<file path="config.mk">
export PLATFORM = sky130hd
export DESIGN_NAME = wfua_scan
export DESIGN_NICKNAME = d
export VERILOG_FILES = /design/src/sv/wfua_pkg.sv /design/src/sv/wfua_scan.sv
export SDC_FILE = /design/constraint.sdc
export NUM_CORES = 1
export LEC_CHECK = 0
export BUFFER_PORTS_ARGS = -buffer_cell sky130_fd_sc_hd__buf_2
export CORE_ASPECT_RATIO = 1.5
export CORE_MARGIN = 1.5
export CORE_UTILIZATION = 45
export DETAILED_ROUTE_END_ITERATION = 8
export HOLD_SLACK_MARGIN = 0.02
export PLACE_DENSITY = 0.68
export SLEW_MARGIN = 10
export SYNTH_ARGS = -nofsm -noshare
export SYNTH_HDL_FRONTEND = slang
export SYNTH_SLANG_ARGS = --single-unit
</file>
<file path="constraint.sdc">
create_clock -name clock -period 2.43 [get_ports clock]
set_input_delay 0.3645 -clock clock [delete_from_list [all_inputs] [get_ports clock]]
set_output_delay 0.3645 -clock clock [all_outputs]
set_load 0.01 [all_outputs]
</file>
<file path="src/sv/wfua_pkg.sv">
// Package for the worst-fit unit allocator: field widths, command and status
// codes, the sequencer state type and the structs shared between modules.
// No dependencies.
package wfua_pkg;

   localparam int NUM_UNITS_DEFAULT = 1024;

   localparam int PID_W    = 8;
   localparam int SIZE_W   = 11;
   localparam int STATUS_W = 2;
   localparam int START_W  = 10;
   localparam int LENGTH_W = 11;

   localparam logic CMD_ALLOCATE = 1'b0;
   localparam logic CMD_RELEASE  = 1'b1;

   localparam logic [STATUS_W-1:0] STATUS_ALLOCATED = 2'd0;
   localparam logic [STATUS_W-1:0] STATUS_FAILED    = 2'd1;
   localparam logic [STATUS_W-1:0] STATUS_RELEASED  = 2'd2;

   typedef enum logic [2:0] {
      S_CLEAR,
      S_IDLE,
      S_SCAN,
      S_DECIDE,
      S_WRITE,
      S_RESP
   } state_type;

   typedef struct packed {
      logic              used;
      logic [PID_W-1:0]  owner;
   } unit_entry_type;

   typedef struct packed {
      logic clear;
      logic step;
      logic free;
   } scan_ctrl_type;

endpackage

</file>
<file path="src/sv/wfua_scan.sv">
// Free-run tracker: one incrementer and one comparator, stepped once per unit,
// that keeps the current free run and the longest one seen so far.
// Depends on wfua_pkg.
module wfua_scan #(
   parameter int DEPTH = wfua_pkg::NUM_UNITS_DEFAULT,
   parameter int AW    = $clog2(DEPTH),
   parameter int CW    = $clog2(DEPTH + 1)
) (
   input  logic                    clock,
   input  wfua_pkg::scan_ctrl_type ctrl,
   input  logic [AW-1:0]           idx,
   output logic [CW-1:0]           best_len,
   output logic [AW-1:0]           best_start
);

   logic [CW-1:0] run_len_ff, run_len_in;
   logic [AW-1:0] run_start_ff, run_start_in;
   logic [CW-1:0] best_len_ff, best_len_in;
   logic [AW-1:0] best_start_ff, best_start_in;
   logic [CW-1:0] run_inc;
   logic [AW-1:0] cur_start;

   assign run_inc   = run_len_ff + CW'(1);
   assign cur_start = (run_len_ff == '0) ? idx : run_start_ff;

   always_comb begin
      run_len_in    = run_len_ff;
      run_start_in  = run_start_ff;
      best_len_in   = best_len_ff;
      best_start_in = best_start_ff;
      if (ctrl.clear) begin
         run_len_in    = '0;
         run_start_in  = '0;
         best_len_in   = '0;
         best_start_in = '0;
      end else if (ctrl.step) begin
         if (ctrl.free) begin
            run_len_in   = run_inc;
            run_start_in = cur_start;
            if (run_inc > best_len_ff) begin
               best_len_in   = run_inc;
               best_start_in = cur_start;
            end
         end else begin
            run_len_in = '0;
         end
      end
   end

   always_ff @(posedge clock) begin
      run_len_ff    <= run_len_in;
      run_start_ff  <= run_start_in;
      best_len_ff   <= best_len_in;
      best_start_ff <= best_start_in;
   end

   assign best_len   = best_len_ff;
   assign best_start = best_start_ff;

endmodule

</file>
==> out/metrics.yaml, run 1 <==
die:
  core_um2: 4770
  floorplan.io_pins: 35
  rows: 31
  design.die.area_um2: 5360
  start_util_pct: 46.4
  die_h_um: 88.9
  die_w_um: 60.3
min_path:
  hold_path_class: "primary input to register"
worst_setup_path:
  cp_num_buf_inv: 2
  required_ns: 2.59
  path_delay_family: "simple AND/OR/NAND/NOR gates"
  cp_max_fo: 6
  worstPathArrival_ns: 2.74
  slowest_delay_ns: 0.37
  slowest_stage: "dfxtp_4"
  startpoint_type: "register"
  worstSetupEndpointType: "register"
  crit_chain: "ha_4 > nand3_2 > nor3_2 > xor2_1 > ha_1 > nand4_1 > a211oi_2 > a211oi_2 > buf_4 > buf_6 > nor3_1 > nor3_1"
  crit_type: "register to register"
layout:
  nets: 350
  finish.instance_area_um2: 3060
  syn_to_final_growth_pct: 38.4
  diodes: 0
  layout_common_cells: "buf_4, dfxtp_1, buf_2"
  drive_above_1_share_pct: 40.6
  layout.cells.most_common: "buf_4"
clock_tree:
  clk_latency_ns: 0.30
  cts_buffers: 5
  max-clock-path-buffers: 2
  cts_tree: "built"
  cts.htree.levels: 2
  clock_sinks: 42
  ctsRootBufferMaster: "clkbuf_8"
  clk_pin_slew_ns: 0.08
  hold_buffers: 0
yosys:
  synth_mux_area_share_pct: 6.78
  synth_edf_count: 0
  synth_nets: 282
  synth_compound_area_share_pct: 17.9
  seq_area_frac_synth_pct: 38.0
  ys_types: 36
  synth_adder_area_share_pct: 7.34
  synthSimpleGateAreaFrac_pct: 19.5
  avgSynthCellArea_um2: 8.68
  synthFlopType: "dfxtp_1"
  yosys.area_share.xor_xnor_pct: 3.56
  synth_top_family_by_area: "simple AND/OR/NAND/NOR gates"
  ys_ff_latch: 42
  netlist_area_um2: 2210
  ys_warn_count: 0
  ys_async_sr_fraction_pct: 0
  synthCells: 255
timing:
  hold_viol: 0
  setup_tns_ns: -2.34
  slew_viol_final: 0
  maxSlewHeadroom_pct: 45.1
  period_share_pct: 106
  setup_slack_ns: -0.150
  rsz0062_at_grt: "true"
  period_needed_ns: 2.58
  setup_viol: 21
  worst_pin_slew_ns: 0.824
  fmax_ghz: 0.388
  skew_ns: 0.00193
power:
  vdd_drop_max_v: 0.000718
  seqPwrFrac_pct: 28.2
  power_density_nw_per_um2: 1110
  p_sw_mw: 1.55
  clockPowerShare_pct: 13.2
  swShare_pct: 45.4
  power_frac_comb_pct: 58.6
  p_total_mw: 3.41
  p_leak_nw: 1.32
  p_int_mw: 1.86
detailed_routing:
  dr.pass1.iters: 4
  routed_via_density: 5.34
  wl_per_cell_um: 15.2
  vias: 2077
  ant_nets: 0
  routed_wl_um: 5920
  drcViolationCount: 0
  drtIter0Drc: 60
placement:
  placed_area_um2: 2660
  gp_congestion: 0.938
  port_buffers: 34
  hpwl_um: 3810
run_status:
  run_status: "finished, violations left"
  failed_checks: "negative setup slack"
global_routing:
  grt_pass1_vias: 2017
  use_met3_pct: 3.33
  antenna_found_initial: 0
  grt_max_degree: 43
  grt_pass1_wl_um: 9480
  use_met2_pct: 45.9
  grtUsageMet1_pct: 25.1
  grt_use_total_pct: 23.8
  grt_busiest_layer: "met2"
  grt_overflow: 0
run:
  max_cap_viol_count: 0
## final timing paths
check	startpoint	end	slack, ns	cells past startpoint
max	run_len_ff[1]	best_len[3]	-0.15	12
max reg2reg	run_len_ff[1]	best_len[3]	-0.15	12
min reg2reg	run_start_ff[1]	run_start_ff[1]	0.50	2
min	idx[1]	run_start_ff[1]	0.30	3
## worst min-delay path, stage by stage
cell	delay, ns
buf_2	0.08
mux2i_1	0.05
nor2_1	0.07
## per-layer routing
layer,wire (µm),vias up
li1,-,1045
met1,2320,979
met2,3320,42
met3,140,11
met4,144,0
met5,0,-
## cell families (layout without fill, tap and decap cells)
kind of cell | after synthesis | in the layout
AO/OA/AOI/OAI | 62 | 62
XOR/XNOR | 9 | 9
flip-flops | 42 | 42
buffers and inverters | 33 | 101
adder cells (fa/ha/maj) | 13 | 13
multiplexers | 15 | 15
AND/OR/NAND/NOR | 81 | 81
## cell type report
cell class	count	area, µm²
Clock inverter	2	15.0
Inverter	14	52.6
Clock buffer	5	68.8
Tap cell	66	82.6
Sequential cell	42	860
Timing Repair Buffer	80	577
Fill cell	416	1710
Multi-Input combinational cell	180	1410
## registers in the layout (all words and copies together), names as in the netlist
| name | count |
|---|---|
| run_start_ff | 10 |
| best_start | 10 |
| run_len_ff | 11 |
| best_len | 11 |
## power groups by stage
stage               Sequential [mW]  Clock, mW  Combinational [mW]
finish                        0.961      0.451                2.00
global route                  0.984      0.483                2.15
CTS                           0.964      0.461                1.87
detailed placement            0.972          0                1.51
global placement              0.972          0                1.49
floorplan                      1.04          0                1.05
## synth_stat cells (7+ instances only)
| library cell | n | area [µm²] |
|---|---|---|
| a211oi_1 | 16 | 120 |
| a21oi_1 | 33 | 165 |
| buf_2 | 8 | 40.0 |
| clkbuf_1 | 8 | 30.0 |
| dfxtp_1 | 42 | 841 |
| ha_1 | 13 | 163 |
| inv_1 | 14 | 52.6 |
| mux2i_1 | 15 | 150 |
| nand3_1 | 8 | 40.0 |
| nor2_1 | 26 | 97.6 |
| nor2b_1 | 7 | 43.8 |
| nor3_1 | 17 | 85.1 |
## per-stage QoR
step	setup slack [ns]	utilization, %	hold WS [ns]	instances
after floorplan	0.0233	-	0.463	255
after global placement	-0.240	55.8	0.474	372
after detailed placement	-0.282	55.8	0.487	372
after CTS	-0.0150	61.7	0.302	387
after global routing	-0.271	64.2	0.323	389
final	-0.150	64.2	0.304	389
## repair_timing
| item | in CTS | in global routing |
|---|---|---|
| setup endpoints to repair | 21 | 21 |
| cloned | 2 | 0 |
| buffers inserted | 6 | 4 |
| pin swaps | 35 | 17 |
| resized for setup | 25 | 25 |
Power figures use the tool's default switching activity.
==> run 2: changes to the inputs <==
Settings changed: BUFFER_PORTS_ARGS -buffer_cell sky130_fd_sc_hd__buf_2 to -buffer_cell sky130_fd_sc_hd__buf_4, CELL_PAD_IN_SITES_DETAIL_PLACEMENT set to 1, CELL_PAD_IN_SITES_GLOBAL_PLACEMENT set to 1, CORE_UTILIZATION 45 to 38, PLACE_DENSITY 0.68 to 0.75.
==> out/metrics.yaml, run 2 (synthesis results as in run 1) <==
power:
  p_sw_mw: 1.82  # +18%
  p_leak_nw: 1.40  # +5.6%
  seqPwrFrac_pct: 23.8  # -4.4 points
  clockPowerShare_pct: 13.7  # +0.5 points
  power_frac_comb_pct: 62.5  # +3.9 points
  power_density_nw_per_um2: 1260  # +13%
  swShare_pct: 44.2  # -1.2 points
  vdd_drop_max_v: 0.000694  # -3.3%
  p_int_mw: 2.29  # +23%
clock_tree:
  max-clock-path-buffers: 2  # unchanged
  ctsRootBufferMaster: "clkbuf_8"
  cts_buffers: 5  # unchanged
  clk_latency_ns: 0.30  # about the same
  clk_pin_slew_ns: 0.08  # about the same
  cts.htree.levels: 2  # unchanged
  clock_sinks: 42  # unchanged
  cts_tree: "built"
die:
  design.die.area_um2: 6300  # +18%
  die_w_um: 65.3  # +8.4%
  core_um2: 5530  # +16%
  rows: 33  # +6.5%
  die_h_um: 96.5  # +8.5%
  start_util_pct: 40.0  # -6.4 points
  floorplan.io_pins: 35  # unchanged
timing:
  setup_tns_ns: -2.81  # -0.468 ns
  setup_slack_ns: -0.262  # -0.112 ns
  worst_pin_slew_ns: 0.504  # -0.320 ns
  slew_viol_final: 0  # unchanged
  hold_viol: 0  # unchanged
  maxSlewHeadroom_pct: 65.9  # +21 points
  rsz0062_at_grt: "true"
  skew_ns: 0.00349  # +0.00156 ns
  period_share_pct: 111  # +4.6 points
  setup_viol: 21  # unchanged
  fmax_ghz: 0.371  # -4.2%
  period_needed_ns: 2.69  # +0.112 ns
global_routing:
  antenna_found_initial: 0  # unchanged
  grt_pass1_vias: 2463  # +22%
  grt_use_total_pct: 26.9  # +3.0 points
  grt_overflow: 0  # unchanged
  grt_max_degree: 43  # unchanged
  grt_pass1_wl_um: 12600  # +33%
layout:
  layout.cells.most_common: "buf_4"
  stdcell_count: 401  # +3.1%
  diodes: 0  # unchanged
  nets: 357  # +2.0%
  drive_above_1_share_pct: 42.6  # +2.0 points
  fin_util_pct: 59.0  # -5.2 points
  layout_common_cells: "buf_4, dfxtp_1, a21oi_1"
  syn_to_final_growth_pct: 47.4
  finish.instance_area_um2: 3260  # +6.5%
detailed_routing:
  dr.pass1.iters: 5  # +1
  ant_nets: 0  # unchanged
  drtIter0Drc: 68  # +13%
  routed_via_density: 5.73  # +7.3%
  vias: 2298  # +11%
  drcViolationCount: 0  # unchanged
  routed_wl_um: 8510  # +44%
  wl_per_cell_um: 21.2  # +39%
worst_setup_path:
  crit_type: "register to register"
  worstPathArrival_ns: 2.86  # +0.12 ns
  worstSetupEndpointType: "register"
  endpoint: "best_len[1]"
  r2r.worst_path.cells: 11  # -1
  cp-startpoint: "run_len_ff[1]"
  cp_max_fo: 10  # +4
  rr_endpoint: "best_len[1]"
  r2r_start: "run_len_ff[1]"
  required_ns: 2.59  # about the same
  startpoint_type: "register"
  reg2reg_slack_ns: -0.26  # -0.11 ns
placement:
  port_buffers: 34  # unchanged
  hpwl_um: 4730  # +24%
  dp.cells: 376  # +1.1%
  placed_area_um2: 2740  # +2.9%
  gp_congestion: 0.897  # -4.4%
min_path:
  hold_path_class: "primary input to register"
run_status:
  run_status: "finished, violations left"
  failed_checks: "negative setup slack"
run:
  max_cap_viol_count: 0  # unchanged
-- run 2: worst min-delay path by stage --
stage                          startpoint  slack, ns  cells after the start         endpoint
final                              idx[0]       0.30                      3  run_start_ff[0]
after detailed placement  run_start_ff[1]       0.49                      2  run_start_ff[1]
after global routing               idx[1]       0.31                      3  run_start_ff[1]
after global placement    run_start_ff[0]       0.47                      2  run_start_ff[0]
after floorplan           run_start_ff[0]       0.46                      2  run_start_ff[0]
after CTS                          idx[4]       0.30                      3  run_start_ff[4]
-- run 2: worst max-delay path, stage by stage (launching register included) --
cell      delay (ns)
dfxtp_2         0.37
ha_4            0.18
nand3_2         0.10
nor3_4          0.18
xor2_1          0.13
ha_1            0.33
nand4_1         0.19
a211oi_4        0.39
a211oi_4        0.10
buf_6           0.18
o21ai_0         0.26
a21oi_1         0.14
-- run 2: routing by layer --
metal	global-route usage, %	up-vias	routed length [µm]
li1	-	1055	-
met2	51.4	69	4560
met4	17.5	0	478
met5	0	-	0
met3	4.98	37	303
met1	25.6	1137	3170
-- run 2: final cells by class --
type | count | area, µm²
clock buffer | 6 | 72.6
clock inverter | 2 | 37.5
fill | 657 | 2270
inverter | 14 | 52.6
multi-input combinational | 184 | 1510
sequential | 42 | 861
tap | 70 | 87.6
timing repair buffer | 83 | 642
-- run 2: timing repair --
item / in CTS / in global routing
endpoints found under the setup margin: 21 / 21
setup buffers: 9 / 4
gates resized for setup: 36 / 21
gates cloned: 3 / 1
hold buffers: 0 / 0
pin swaps: 21 / 9
-- run 2: power groups by stage --
stage / combinational [mW] / sequential [mW] / clock, mW
detailed placement: 1.60 / 0.991 / 0
finish: 2.57 / 0.978 / 0.564
floorplan: 1.05 / 1.04 / 0
global placement: 1.56 / 0.986 / 0
CTS: 2.15 / 0.978 / 0.569
global route: 2.72 / 0.997 / 0.596
-- run 2: stage by stage --
step / worst slack (ns) / power [mW] / hold WS, ns
6_report: -0.262 / 4.11 / 0.298
5_1_grt: -0.350 / 4.31 / 0.308
4_1_cts: -0.0250 / 3.70 / 0.302
3_5_place_dp: -0.349 / 2.59 / 0.488
3_3_place_gp: -0.236 / 2.54 / 0.475
2_1_floorplan: 0.0233 / 2.09 / 0.463
